==> src/dsmc_pkg.sv <==
// Shared types, codes and pattern tables of the diamond search controller.
package dsmc_pkg;

    localparam int COORD_W      = 4;   // offset field width, two's complement
    localparam int CAND_W       = 5;   // candidate width, centre plus pattern step
    localparam int PP_W         = 4;   // pattern point counter, holds 0..8
    localparam int MARGIN_W     = 3;
    localparam int BIG_POINTS   = 8;
    localparam int SMALL_POINTS = 4;

    localparam logic OPC_START  = 1'b0;
    localparam logic OPC_COST   = 1'b1;
    localparam logic KIND_REQ   = 1'b0;
    localparam logic KIND_FINAL = 1'b1;

    localparam logic [MARGIN_W-1:0] MARGIN_RESET = 3'd7;

    typedef enum logic [1:0] {
        ST_IDLE,
        ST_WAIT,
        ST_STEP,
        ST_READ
    } t_state;

    typedef enum logic [1:0] {
        PH_IDLE,
        PH_ORIGIN,
        PH_BIG,
        PH_SMALL
    } t_phase;

    typedef struct packed {
        logic clear;
        logic wr_en;
        logic rd_en;
    } t_mem_ctrl;

    // Large diamond, clockwise from the top point.
    function automatic logic signed [2:0] big_dx(input logic [2:0] p);
        case (p)
            3'd0:    big_dx = 3'sd0;
            3'd1:    big_dx = 3'sd1;
            3'd2:    big_dx = 3'sd2;
            3'd3:    big_dx = 3'sd1;
            3'd4:    big_dx = 3'sd0;
            3'd5:    big_dx = -3'sd1;
            3'd6:    big_dx = -3'sd2;
            default: big_dx = -3'sd1;
        endcase
    endfunction

    function automatic logic signed [2:0] big_dy(input logic [2:0] p);
        case (p)
            3'd0:    big_dy = -3'sd2;
            3'd1:    big_dy = -3'sd1;
            3'd2:    big_dy = 3'sd0;
            3'd3:    big_dy = 3'sd1;
            3'd4:    big_dy = 3'sd2;
            3'd5:    big_dy = 3'sd1;
            3'd6:    big_dy = 3'sd0;
            default: big_dy = -3'sd1;
        endcase
    endfunction

    // Small diamond: up, right, down, left.
    function automatic logic signed [2:0] small_dx(input logic [1:0] p);
        case (p)
            2'd1:    small_dx = 3'sd1;
            2'd3:    small_dx = -3'sd1;
            default: small_dx = 3'sd0;
        endcase
    endfunction

    function automatic logic signed [2:0] small_dy(input logic [1:0] p);
        case (p)
            2'd0:    small_dy = -3'sd1;
            2'd2:    small_dy = 3'sd1;
            default: small_dy = 3'sd0;
        endcase
    endfunction

endpackage

==> src/dsmc_seq.sv <==
// Search sequencer: walks the diamond patterns and drives the cost store.
module dsmc_seq
    import dsmc_pkg::*;
#(
    parameter int MAX_MARGIN = 7,
    parameter int COST_BITS  = 24,
    parameter int STORE_AW   = 8
) (
    input  logic                        i_clk,
    input  logic                        i_rst_n,
    input  logic                        i_start,
    input  logic                        i_opcode,
    input  logic [COST_BITS-1:0]        i_cost,
    input  logic [MARGIN_W-1:0]         i_margin,
    output logic                        o_busy,
    output t_mem_ctrl                   o_mem_ctrl,
    output logic [STORE_AW-1:0]         o_mem_addr,
    output logic [COST_BITS-1:0]        o_mem_wdata,
    input  logic [COST_BITS-1:0]        i_mem_rdata,
    input  logic                        i_mem_known,
    output logic                        o_res_valid,
    output logic                        o_res_kind,
    output logic signed [COORD_W-1:0]   o_res_x,
    output logic signed [COORD_W-1:0]   o_res_y,
    output logic [COST_BITS-1:0]        o_res_cost
);

    localparam int SIDE = 2 * MAX_MARGIN + 1;
    localparam logic [STORE_AW-1:0] ORIGIN_SLOT = STORE_AW'(MAX_MARGIN * SIDE + MAX_MARGIN);
    localparam logic [CAND_W-1:0]   MARGIN_CAP  = CAND_W'(MAX_MARGIN);

    t_state r_state, n_state;
    t_phase r_phase, n_phase;
    logic [PP_W-1:0]              r_pp, n_pp;
    logic signed [COORD_W-1:0]    r_cx, n_cx, r_cy, n_cy, r_bx, n_bx, r_by, n_by;
    logic [COST_BITS-1:0]         r_lowest, n_lowest;
    logic                         r_out_valid, n_out_valid, r_out_kind, n_out_kind;
    logic signed [COORD_W-1:0]    r_out_x, n_out_x, r_out_y, n_out_y;
    logic [COST_BITS-1:0]         r_out_cost, n_out_cost;

    logic                         w_acc;
    logic signed [2:0]            w_dx, w_dy;
    logic signed [CAND_W-1:0]     w_cand_x, w_cand_y;
    logic [CAND_W-1:0]            w_mag_x, w_mag_y, w_margin;
    logic                         w_in_win, w_big_done, w_small_done;
    logic [STORE_AW-1:0]          w_slot;

    assign o_busy = (r_state == ST_STEP) || (r_state == ST_READ);
    assign w_acc  = i_start && !o_busy;

    // Current candidate point of the pattern in use.
    always_comb begin
        if (r_phase == PH_BIG) begin
            w_dx = big_dx(r_pp[2:0]);
            w_dy = big_dy(r_pp[2:0]);
        end else begin
            w_dx = small_dx(r_pp[1:0]);
            w_dy = small_dy(r_pp[1:0]);
        end
    end

    assign w_cand_x = CAND_W'(r_cx) + CAND_W'(w_dx);
    assign w_cand_y = CAND_W'(r_cy) + CAND_W'(w_dy);
    assign w_mag_x  = w_cand_x[CAND_W-1] ? (~w_cand_x + 1'b1) : w_cand_x;
    assign w_mag_y  = w_cand_y[CAND_W-1] ? (~w_cand_y + 1'b1) : w_cand_y;
    assign w_margin = (CAND_W'(i_margin) > MARGIN_CAP) ? MARGIN_CAP : CAND_W'(i_margin);
    assign w_in_win = (w_mag_x <= w_margin) && (w_mag_y <= w_margin);
    assign w_slot   = STORE_AW'((int'(w_cand_y) + MAX_MARGIN) * SIDE
                                + int'(w_cand_x) + MAX_MARGIN);

    assign w_big_done   = (r_phase == PH_BIG)   && (r_pp == PP_W'(BIG_POINTS));
    assign w_small_done = (r_phase == PH_SMALL) && (r_pp == PP_W'(SMALL_POINTS));

    assign o_mem_addr  = (r_phase == PH_ORIGIN) ? ORIGIN_SLOT : w_slot;
    assign o_mem_wdata = i_cost;

    // Next state
    always_comb begin
        n_state = r_state;
        case (r_state)
            ST_IDLE: begin
                if (w_acc && i_opcode == OPC_START) n_state = ST_WAIT;
            end
            ST_WAIT: begin
                if (w_acc) n_state = (i_opcode == OPC_START) ? ST_WAIT : ST_STEP;
            end
            ST_STEP: begin
                if (w_big_done) begin
                    n_state = ST_STEP;
                end else if (w_small_done) begin
                    n_state = ST_IDLE;
                end else if (!w_in_win) begin
                    n_state = ST_STEP;
                end else if (i_mem_known) begin
                    n_state = ST_READ;
                end else begin
                    n_state = ST_WAIT;
                end
            end
            ST_READ: begin
                n_state = ST_STEP;
            end
            default: n_state = ST_IDLE;
        endcase
    end

    // Datapath, store control and result
    always_comb begin
        n_phase     = r_phase;
        n_pp        = r_pp;
        n_cx        = r_cx;
        n_cy        = r_cy;
        n_bx        = r_bx;
        n_by        = r_by;
        n_lowest    = r_lowest;
        n_out_valid = 1'b0;
        n_out_kind  = r_out_kind;
        n_out_x     = r_out_x;
        n_out_y     = r_out_y;
        n_out_cost  = r_out_cost;
        o_mem_ctrl  = '0;
        case (r_state)
            ST_IDLE, ST_WAIT: begin
                if (w_acc && i_opcode == OPC_START) begin
                    o_mem_ctrl.clear = 1'b1;
                    n_cx        = '0;
                    n_cy        = '0;
                    n_bx        = '0;
                    n_by        = '0;
                    n_lowest    = '0;
                    n_pp        = '0;
                    n_phase     = PH_ORIGIN;
                    n_out_valid = 1'b1;
                    n_out_kind  = KIND_REQ;
                    n_out_x     = '0;
                    n_out_y     = '0;
                    n_out_cost  = '0;
                end else if (w_acc && r_state == ST_WAIT) begin
                    o_mem_ctrl.wr_en = 1'b1;
                    if (r_phase == PH_ORIGIN) begin
                        n_lowest = i_cost;
                        n_cx     = '0;
                        n_cy     = '0;
                        n_bx     = '0;
                        n_by     = '0;
                        n_pp     = '0;
                        n_phase  = PH_BIG;
                    end else begin
                        if (i_cost < r_lowest) begin
                            n_lowest = i_cost;
                            n_bx     = w_cand_x[COORD_W-1:0];
                            n_by     = w_cand_y[COORD_W-1:0];
                        end
                        n_pp = r_pp + PP_W'(1);
                    end
                end
            end
            ST_STEP: begin
                if (w_big_done) begin
                    n_pp = '0;
                    if (r_bx != r_cx || r_by != r_cy) begin
                        n_cx = r_bx;
                        n_cy = r_by;
                    end else begin
                        n_phase = PH_SMALL;
                    end
                end else if (w_small_done) begin
                    n_phase     = PH_IDLE;
                    n_out_valid = 1'b1;
                    n_out_kind  = KIND_FINAL;
                    n_out_x     = r_bx;
                    n_out_y     = r_by;
                    n_out_cost  = r_lowest;
                end else if (!w_in_win) begin
                    n_pp = r_pp + PP_W'(1);
                end else if (i_mem_known) begin
                    o_mem_ctrl.rd_en = 1'b1;
                end else begin
                    n_out_valid = 1'b1;
                    n_out_kind  = KIND_REQ;
                    n_out_x     = w_cand_x[COORD_W-1:0];
                    n_out_y     = w_cand_y[COORD_W-1:0];
                    n_out_cost  = '0;
                end
            end
            ST_READ: begin
                if (i_mem_rdata < r_lowest) begin
                    n_lowest = i_mem_rdata;
                    n_bx     = w_cand_x[COORD_W-1:0];
                    n_by     = w_cand_y[COORD_W-1:0];
                end
                n_pp = r_pp + PP_W'(1);
            end
            default: ;
        endcase
    end

    always_ff @(posedge i_clk) begin
        if (!i_rst_n) begin
            r_state     <= ST_IDLE;
            r_phase     <= PH_IDLE;
            r_pp        <= '0;
            r_cx        <= '0;
            r_cy        <= '0;
            r_bx        <= '0;
            r_by        <= '0;
            r_lowest    <= '0;
            r_out_valid <= 1'b0;
        end else begin
            r_state     <= n_state;
            r_phase     <= n_phase;
            r_pp        <= n_pp;
            r_cx        <= n_cx;
            r_cy        <= n_cy;
            r_bx        <= n_bx;
            r_by        <= n_by;
            r_lowest    <= n_lowest;
            r_out_valid <= n_out_valid;
        end
    end

    always_ff @(posedge i_clk) begin
        r_out_kind <= n_out_kind;
        r_out_x    <= n_out_x;
        r_out_y    <= n_out_y;
        r_out_cost <= n_out_cost;
    end

    assign o_res_valid = r_out_valid;
    assign o_res_kind  = r_out_kind;
    assign o_res_x     = r_out_x;
    assign o_res_y     = r_out_y;
    assign o_res_cost  = r_out_cost;

endmodule

==> config.mk <==
export PLATFORM = sky130hd
export DESIGN_NAME = dsmc_seq
export DESIGN_NICKNAME = d
export VERILOG_FILES = /design/src/dsmc_pkg.sv /design/src/dsmc_seq.sv
export SDC_FILE = /design/constraint.sdc
export NUM_CORES = 1
export LEC_CHECK = 0
export BUFFER_PORTS_ARGS = -buffer_cell sky130_fd_sc_hd__clkbuf_2
export CAP_MARGIN = 15
export CELL_PAD_IN_SITES_DETAIL_PLACEMENT = 1
export CELL_PAD_IN_SITES_GLOBAL_PLACEMENT = 2
export CORE_MARGIN = 10
export CORE_UTILIZATION = 31
export CTS_CLUSTER_DIAMETER = 150
export DETAILED_ROUTE_END_ITERATION = 6
export GPL_TIMING_DRIVEN = 1
export PLACE_DENSITY_LB_ADDON = 0.1
export SLEW_MARGIN = 20
export SYNTH_ARGS = -nofsm -noshare
export SYNTH_HDL_FRONTEND = slang
export SYNTH_SLANG_ARGS = --single-unit
==> constraint.sdc <==
create_clock -name i_clk -period 7.2 [get_ports i_clk]
set_input_delay 1.44 -clock i_clk [delete_from_list [all_inputs] [get_ports i_clk]]
set_output_delay 1.44 -clock i_clk [all_outputs]
set_load 0.05 [all_outputs]
Word level (Yosys, flattened, before mapping). Index checks and enable logic that the tools add are counted.

Register bits after elaboration: 82. Word-level logic and storage cells: 184.

Add/sub/neg operators: 8. Multipliers: 1. Order comparisons: 4. Eq/ne operators: 35. Multiplexer cells: 95. Bitwise gates (word level): 3. Reductions and logical operators: 25.

Operators by type and width (number): 24-bit two-way mux (10); 4-bit two-way mux (32); 24-bit case mux with 2 select lines (2); 24-bit less-than comparator (2); 4-bit case mux with 2 select lines (6); 2-bit two-way mux (14); 3-bit inequality test (second input constant) (8); 3-bit case mux with 4 select lines (2); 1-bit two-way mux (17); 5-bit AND reduction (3); 2-bit == test (second input constant) (6); 3-bit case mux with 2 select lines (2); 4-bit case mux with 3 select lines (1); 4-bit by 3-bit adder with 5-bit output (2); 5-bit by 1-bit adder with 5-bit output (second input constant) (2); 5-bit by 3-bit <= comparator with 1-bit output (2); 5-bit two-way mux (2); 2-bit inequality test (second input constant) (5); 5-bit NOT (2); 2-bit OR reduction (5); 3-bit == test (second input constant) (3); 8-bit by 4-bit adder with 8-bit output (second input constant) (1); 8-bit by 5-bit adder with 8-bit output (1); 6-bit by 5-bit multiplier with 8-bit output (second input constant) (1); other kinds (25) (40).

Logic depth before layout (Yosys ltp).
Depth in word-level cells: 14. Mapped depth: 26. Depth with buffers taken out: 26.

Worst setup path before layout. OpenSTA, ideal clock, no wires.

Kind: register -> output. Start point: reg r_pp[0]. End point: out o_mem_addr[7]. Arrival time: 6.160 ns. Setup slack: -0.400 ns. Stages on the path, launching flop included: 22. Path buffers: 0. Cells stage by stage: dfxtp_1 inv_1 ha_1 o32a_1 ha_1 fa_1 inv_1 ha_1 inv_1 o21ai_0 xor2_1 fa_1 fa_1 inv_1 fa_1 inv_1 ha_1 ha_1 a21o_1 a21oi_1 xnor3_1 nor2_1.

Longest elaborated chain between the ends: 10. Elaborated cells on any way between the ends: 28. Those cells by class: 5 x add/sub; 1 x mul; 9 x eq/ne; 7 x mux; 6 x reduce/logical.

Ends and longest elaborated chain: start, declared (RTL line dsmc_seq.sv:34) `logic [PP_W-1:0] r_pp, n_pp;`; start signal, assigned (RTL line dsmc_seq.sv:212) `r_pp <= n_pp;`; 3-bit == test (tied with other cells) (RTL line dsmc_pkg.sv:40, dsmc_pkg.sv:53); 2-bit OR reduction (no source line); 3-bit case mux with 4 select lines (RTL line dsmc_pkg.sv:53) `case (p)`; 3-bit two-way mux (RTL line dsmc_seq.sv:53) `if (r_phase == PH_BIG) begin`; 4-bit by 3-bit adder with 5-bit output (RTL line dsmc_seq.sv:63) `assign w_cand_y = CAND_W'(r_cy) + CAND_W'(w_dy);`; 5-bit by 4-bit adder with 6-bit output (RTL line dsmc_seq.sv:68) `assign w_slot = STORE_AW'((int'(w_cand_y) + MAX_MARGIN) * SIDE`; 6-bit by 5-bit multiplier with 8-bit output (RTL line dsmc_seq.sv:68); 8-bit by 5-bit adder with 8-bit output (*) (RTL line dsmc_seq.sv:69) `+ int'(w_cand_x) + MAX_MARGIN);`; 8-bit by 4-bit adder with 8-bit output (*) (RTL line dsmc_seq.sv:69); 8-bit two-way mux (*) (RTL line dsmc_seq.sv:74) `assign o_mem_addr = (r_phase == PH_ORIGIN) ? ORIGIN_SLOT : w_slot;`; end, declared (RTL line dsmc_seq.sv:17) `output logic [STORE_AW-1:0] o_mem_addr,`.

Every way passes the cells marked *; elsewhere a longest branch is shown, timed or not.

Final worst setup path.
Start point: reg r_pp[1]. End point: out o_mem_addr[7].

The elaborated chain is that of the path after synthesis.

==> impl_metrics.env <==
export IMPL_status="finished, violations left"
export IMPL_violations="negative setup slack"
export IMPL_io_pin_count=126
export IMPL_grt_max_degree=63
export IMPL_cts_htree_levels=3
export IMPL_synth_top_area_share_pct=16.7
export IMPL_routed_wl_um=21300
export IMPL_clk_pin_slew_worst_paths_ps=70
export IMPL_antenna_found_initial=0
export IMPL_grt_pass1_vias=6465
export IMPL_tightest_slew_ps=944
export IMPL_initial_core_util_pct=31.5
export IMPL_cts_sinks=82
export IMPL_hold_path_depth=2
export IMPL_io_buffers=125
export IMPL_utilization_pct=38.6
export IMPL_antenna_cells=0
export IMPL_finalCritPeriodShare_pct=100
export IMPL_vias=5773
export IMPL_rr_endpoint="o_res_y[3]"
export IMPL_core_area_mm2=0.0210
export IMPL_ys_seq_area_share_pct=29.9
export IMPL_yosysMostFrequentCell="nand2_1"
export IMPL_dieArea_mm2=0.0275
export IMPL_grt_use_met1_pct=19.9
export IMPL_synth_top_area_cell="ha_1"
export IMPL_grt_total_usage_pct=15.6
export IMPL_p_per_area_mw_per_mm2=387
export IMPL_power_leakage_nw=3.75
export IMPL_area_growth_pct=22.5
export IMPL_ys_ff_latch=82
export IMPL_finalClockSkew_ps=5.87
export IMPL_max_slew_margin_pct=36.6
export IMPL_use_met3_pct=3.27
export IMPL_dr_pass1_iters=4
export IMPL_grt_pass1_wl_um=35300
export IMPL_synthDistinctLibCells=65
export IMPL_ys_async_sr_fraction_pct=0
export IMPL_min_from="r_lowest[3]"
export IMPL_post_dp_hpwl_um=16500
export IMPL_critPathRequiredTime_ps=5760
export IMPL_slew_violations=0
export IMPL_hold_viol_final=0
export IMPL_drive_above_1_share_pct=25.5
export IMPL_holdCritPathClass="register to register"
export IMPL_worstHoldEndpoint="r_lowest[3]"
export IMPL_clockBufferDepth=2
export IMPL_dpl_worst_slack_ps=-375
export IMPL_cts_root_buf="clkbuf_16"
export IMPL_grt_util_met2_pct=26.5
export IMPL_avgSynthCellArea_um2=8.64
export IMPL_syn_nets=921
export IMPL_fmax_ghz=0.138
export IMPL_yosysWarnings=0
export IMPL_irDropWorstVdd_v=0.00117
export IMPL_wl_per_cell_um=18.4
export IMPL_postSynthCellCount=764
export IMPL_cp_max_fo=4
export IMPL_drtIter0Drc=219
export IMPL_crit_path_start_kind="register"
export IMPL_via_per_inst=4.99
export IMPL_endpoint_kind="primary output"
export IMPL_period_needed_ps=7220
export IMPL_nNetsFinal=1033
export IMPL_reg2reg_slack_ps=2320
export IMPL_yosys_top_cells_count="134 x nand2_1, 88 x ha_1, 67 x inv_1, 49 x dfxtp_1, 49 x nor2_1"
export IMPL_maxCapViolations=0
export IMPL_grt_overflow=0
export IMPL_setup_viol=1
export IMPL_drc=0
export IMPL_ant_nets=0
export IMPL_top_usage_layer="met2"
export IMPL_clock_latency_ps=340
export IMPL_ctsHoldBuffers=0
export IMPL_routabilityCongestion=0.806
export IMPL_synth_edff_count=33
export IMPL_fillers=2511
export IMPL_path_class="register to primary output"
export IMPL_synth_area_leaders="ha_1 17%, edfxtp_1 15%, dfxtp_1 15%"
export IMPL_cts_tree="done"
export IMPL_netlist_area_mm2=0.00660
export IMPL_r2r_start="r_pp[0]"
export IMPL_r2r_cells=22
export IMPL_rows=53
export IMPL_cts_buffers_inserted=9
export IMPL_fin_ws_ps=-22.4
export IMPL_dieHeight_um=166
export IMPL_cp_data_arrival_time_ps=5780
export IMPL_synth_ff_type="dfxtp_1"
export IMPL_fp_dieW_um=166
export IMPL_grt_setup_unrepaired="true"
## logic make-up after synthesis
family / after synthesis / share of synthesized area [%]
AOI/OAI and AO/OA: 140 / 14.0
buffers and inverters: 125 / 9.25
DFF: 82 / 29.9
muxes: 35 / 5.31
xor gates and xnor gates: 25 / 3.64
and+or+nand+nor: 256 / 17.3
adders and majority gates: 101 / 20.6
## flip-flops by register name, summed over array words and instances, names as in the netlist
signal / flops
r_state: 2
o_res_valid: 1
o_res_kind: 1
r_bx: 4
o_res_x: 4
o_res_y: 4
o_res_cost: 24
r_by: 4
r_pp: 4
r_lowest: 24
r_cy: 4
r_cx: 4
r_phase: 2
## layout by cell type, fill, tap and decap left out, drive strengths merged, types with 16 or more instances in the layout
| cell | Yosys | routed |
|---|---|---|
| a21oi | 41 | 41 |
| buf | 28 | 37 |
| clkbuf | 28 | 131 |
| dfxtp | 49 | 49 |
| edfxtp | 33 | 33 |
| ha | 88 | 88 |
| inv | 67 | 70 |
| mux2i | 35 | 35 |
| nand2 | 134 | 134 |
| nand4 | 16 | 16 |
| nor2 | 49 | 49 |
| o211ai | 27 | 27 |
| o21ai | 25 | 25 |
## worst max-delay path, cell delays in order, from the launching register on
cell and delay (ps):
dfxtp_4 360, buf_4 140, ha_2 180, o32a_1 360
ha_2 190, fa_2 560, inv_2 60, ha_4 160
inv_2 70, o21ai_4 80, xor2_4 180, fa_1 530
inv_2 40, fa_1 490, inv_2 40, fa_1 590
ha_4 220, ha_4 220, o21ai_2 50, nand2b_1 80
a21o_1 170, a21oi_2 130, xnor3_1 260, nor2_4 140
buf_12 140
## area by class of cell
cell class	instances	area [um2]	area share, %
Clock buffer	9	225	2.79
Clock inverter	7	100	1.24
Inverter	67	254	3.14
Multi-Input combinational cell	557	4260	52.7
Sequential cell	82	1980	24.5
Tap cell	275	344	4.26
Timing Repair Buffer	159	920	11.4
## power breakdown
part / internal, mW / total [mW] / switching, mW
clock network: 0.308 / 0.510 / 0.203
logic: 0.878 / 2.09 / 1.21
registers: 0.511 / 0.530 / 0.0190
## how the worst max path moves through the flow
stage	from	to	slack (ps)	cells after the start
floorplan	r_pp[1]	o_mem_addr[7]	0.4	25
global placement	r_pp[1]	o_mem_addr[7]	-120	27
detailed placement	r_pp[1]	o_mem_addr[7]	-370	27
CTS	r_pp[1]	o_mem_addr[7]	-180	27
global route	r_pp[1]	o_mem_addr[7]	-290	28
finish	r_pp[1]	o_mem_addr[7]	-20	24
## through the flow
step	area [um2]	setup TNS [ps]	power, mW	instances	hold slack, ps
after floorplan	6620	0	1.81	764	438
after global placement	7470	-116	2.26	1135	446
after detailed placement	7470	-588	2.29	1135	459
after CTS	7920	-179	3.05	1156	468
after global routing	8090	-313	3.35	1156	489
final	8090	-22.4	3.13	1156	463
## layer usage
metal,up-vias,part of all wire [%]
met5,-,0
met4,0,0.77
met3,11,4.1
met2,93,48
met1,2813,47
li1,2856,-
## repair_timing
action	in CTS	in global routing
resized for setup	19	39
setup endpoints to repair	4	3
pin swaps	10	12
buffers inserted	7	2
(Power assumes the default switching activity.)
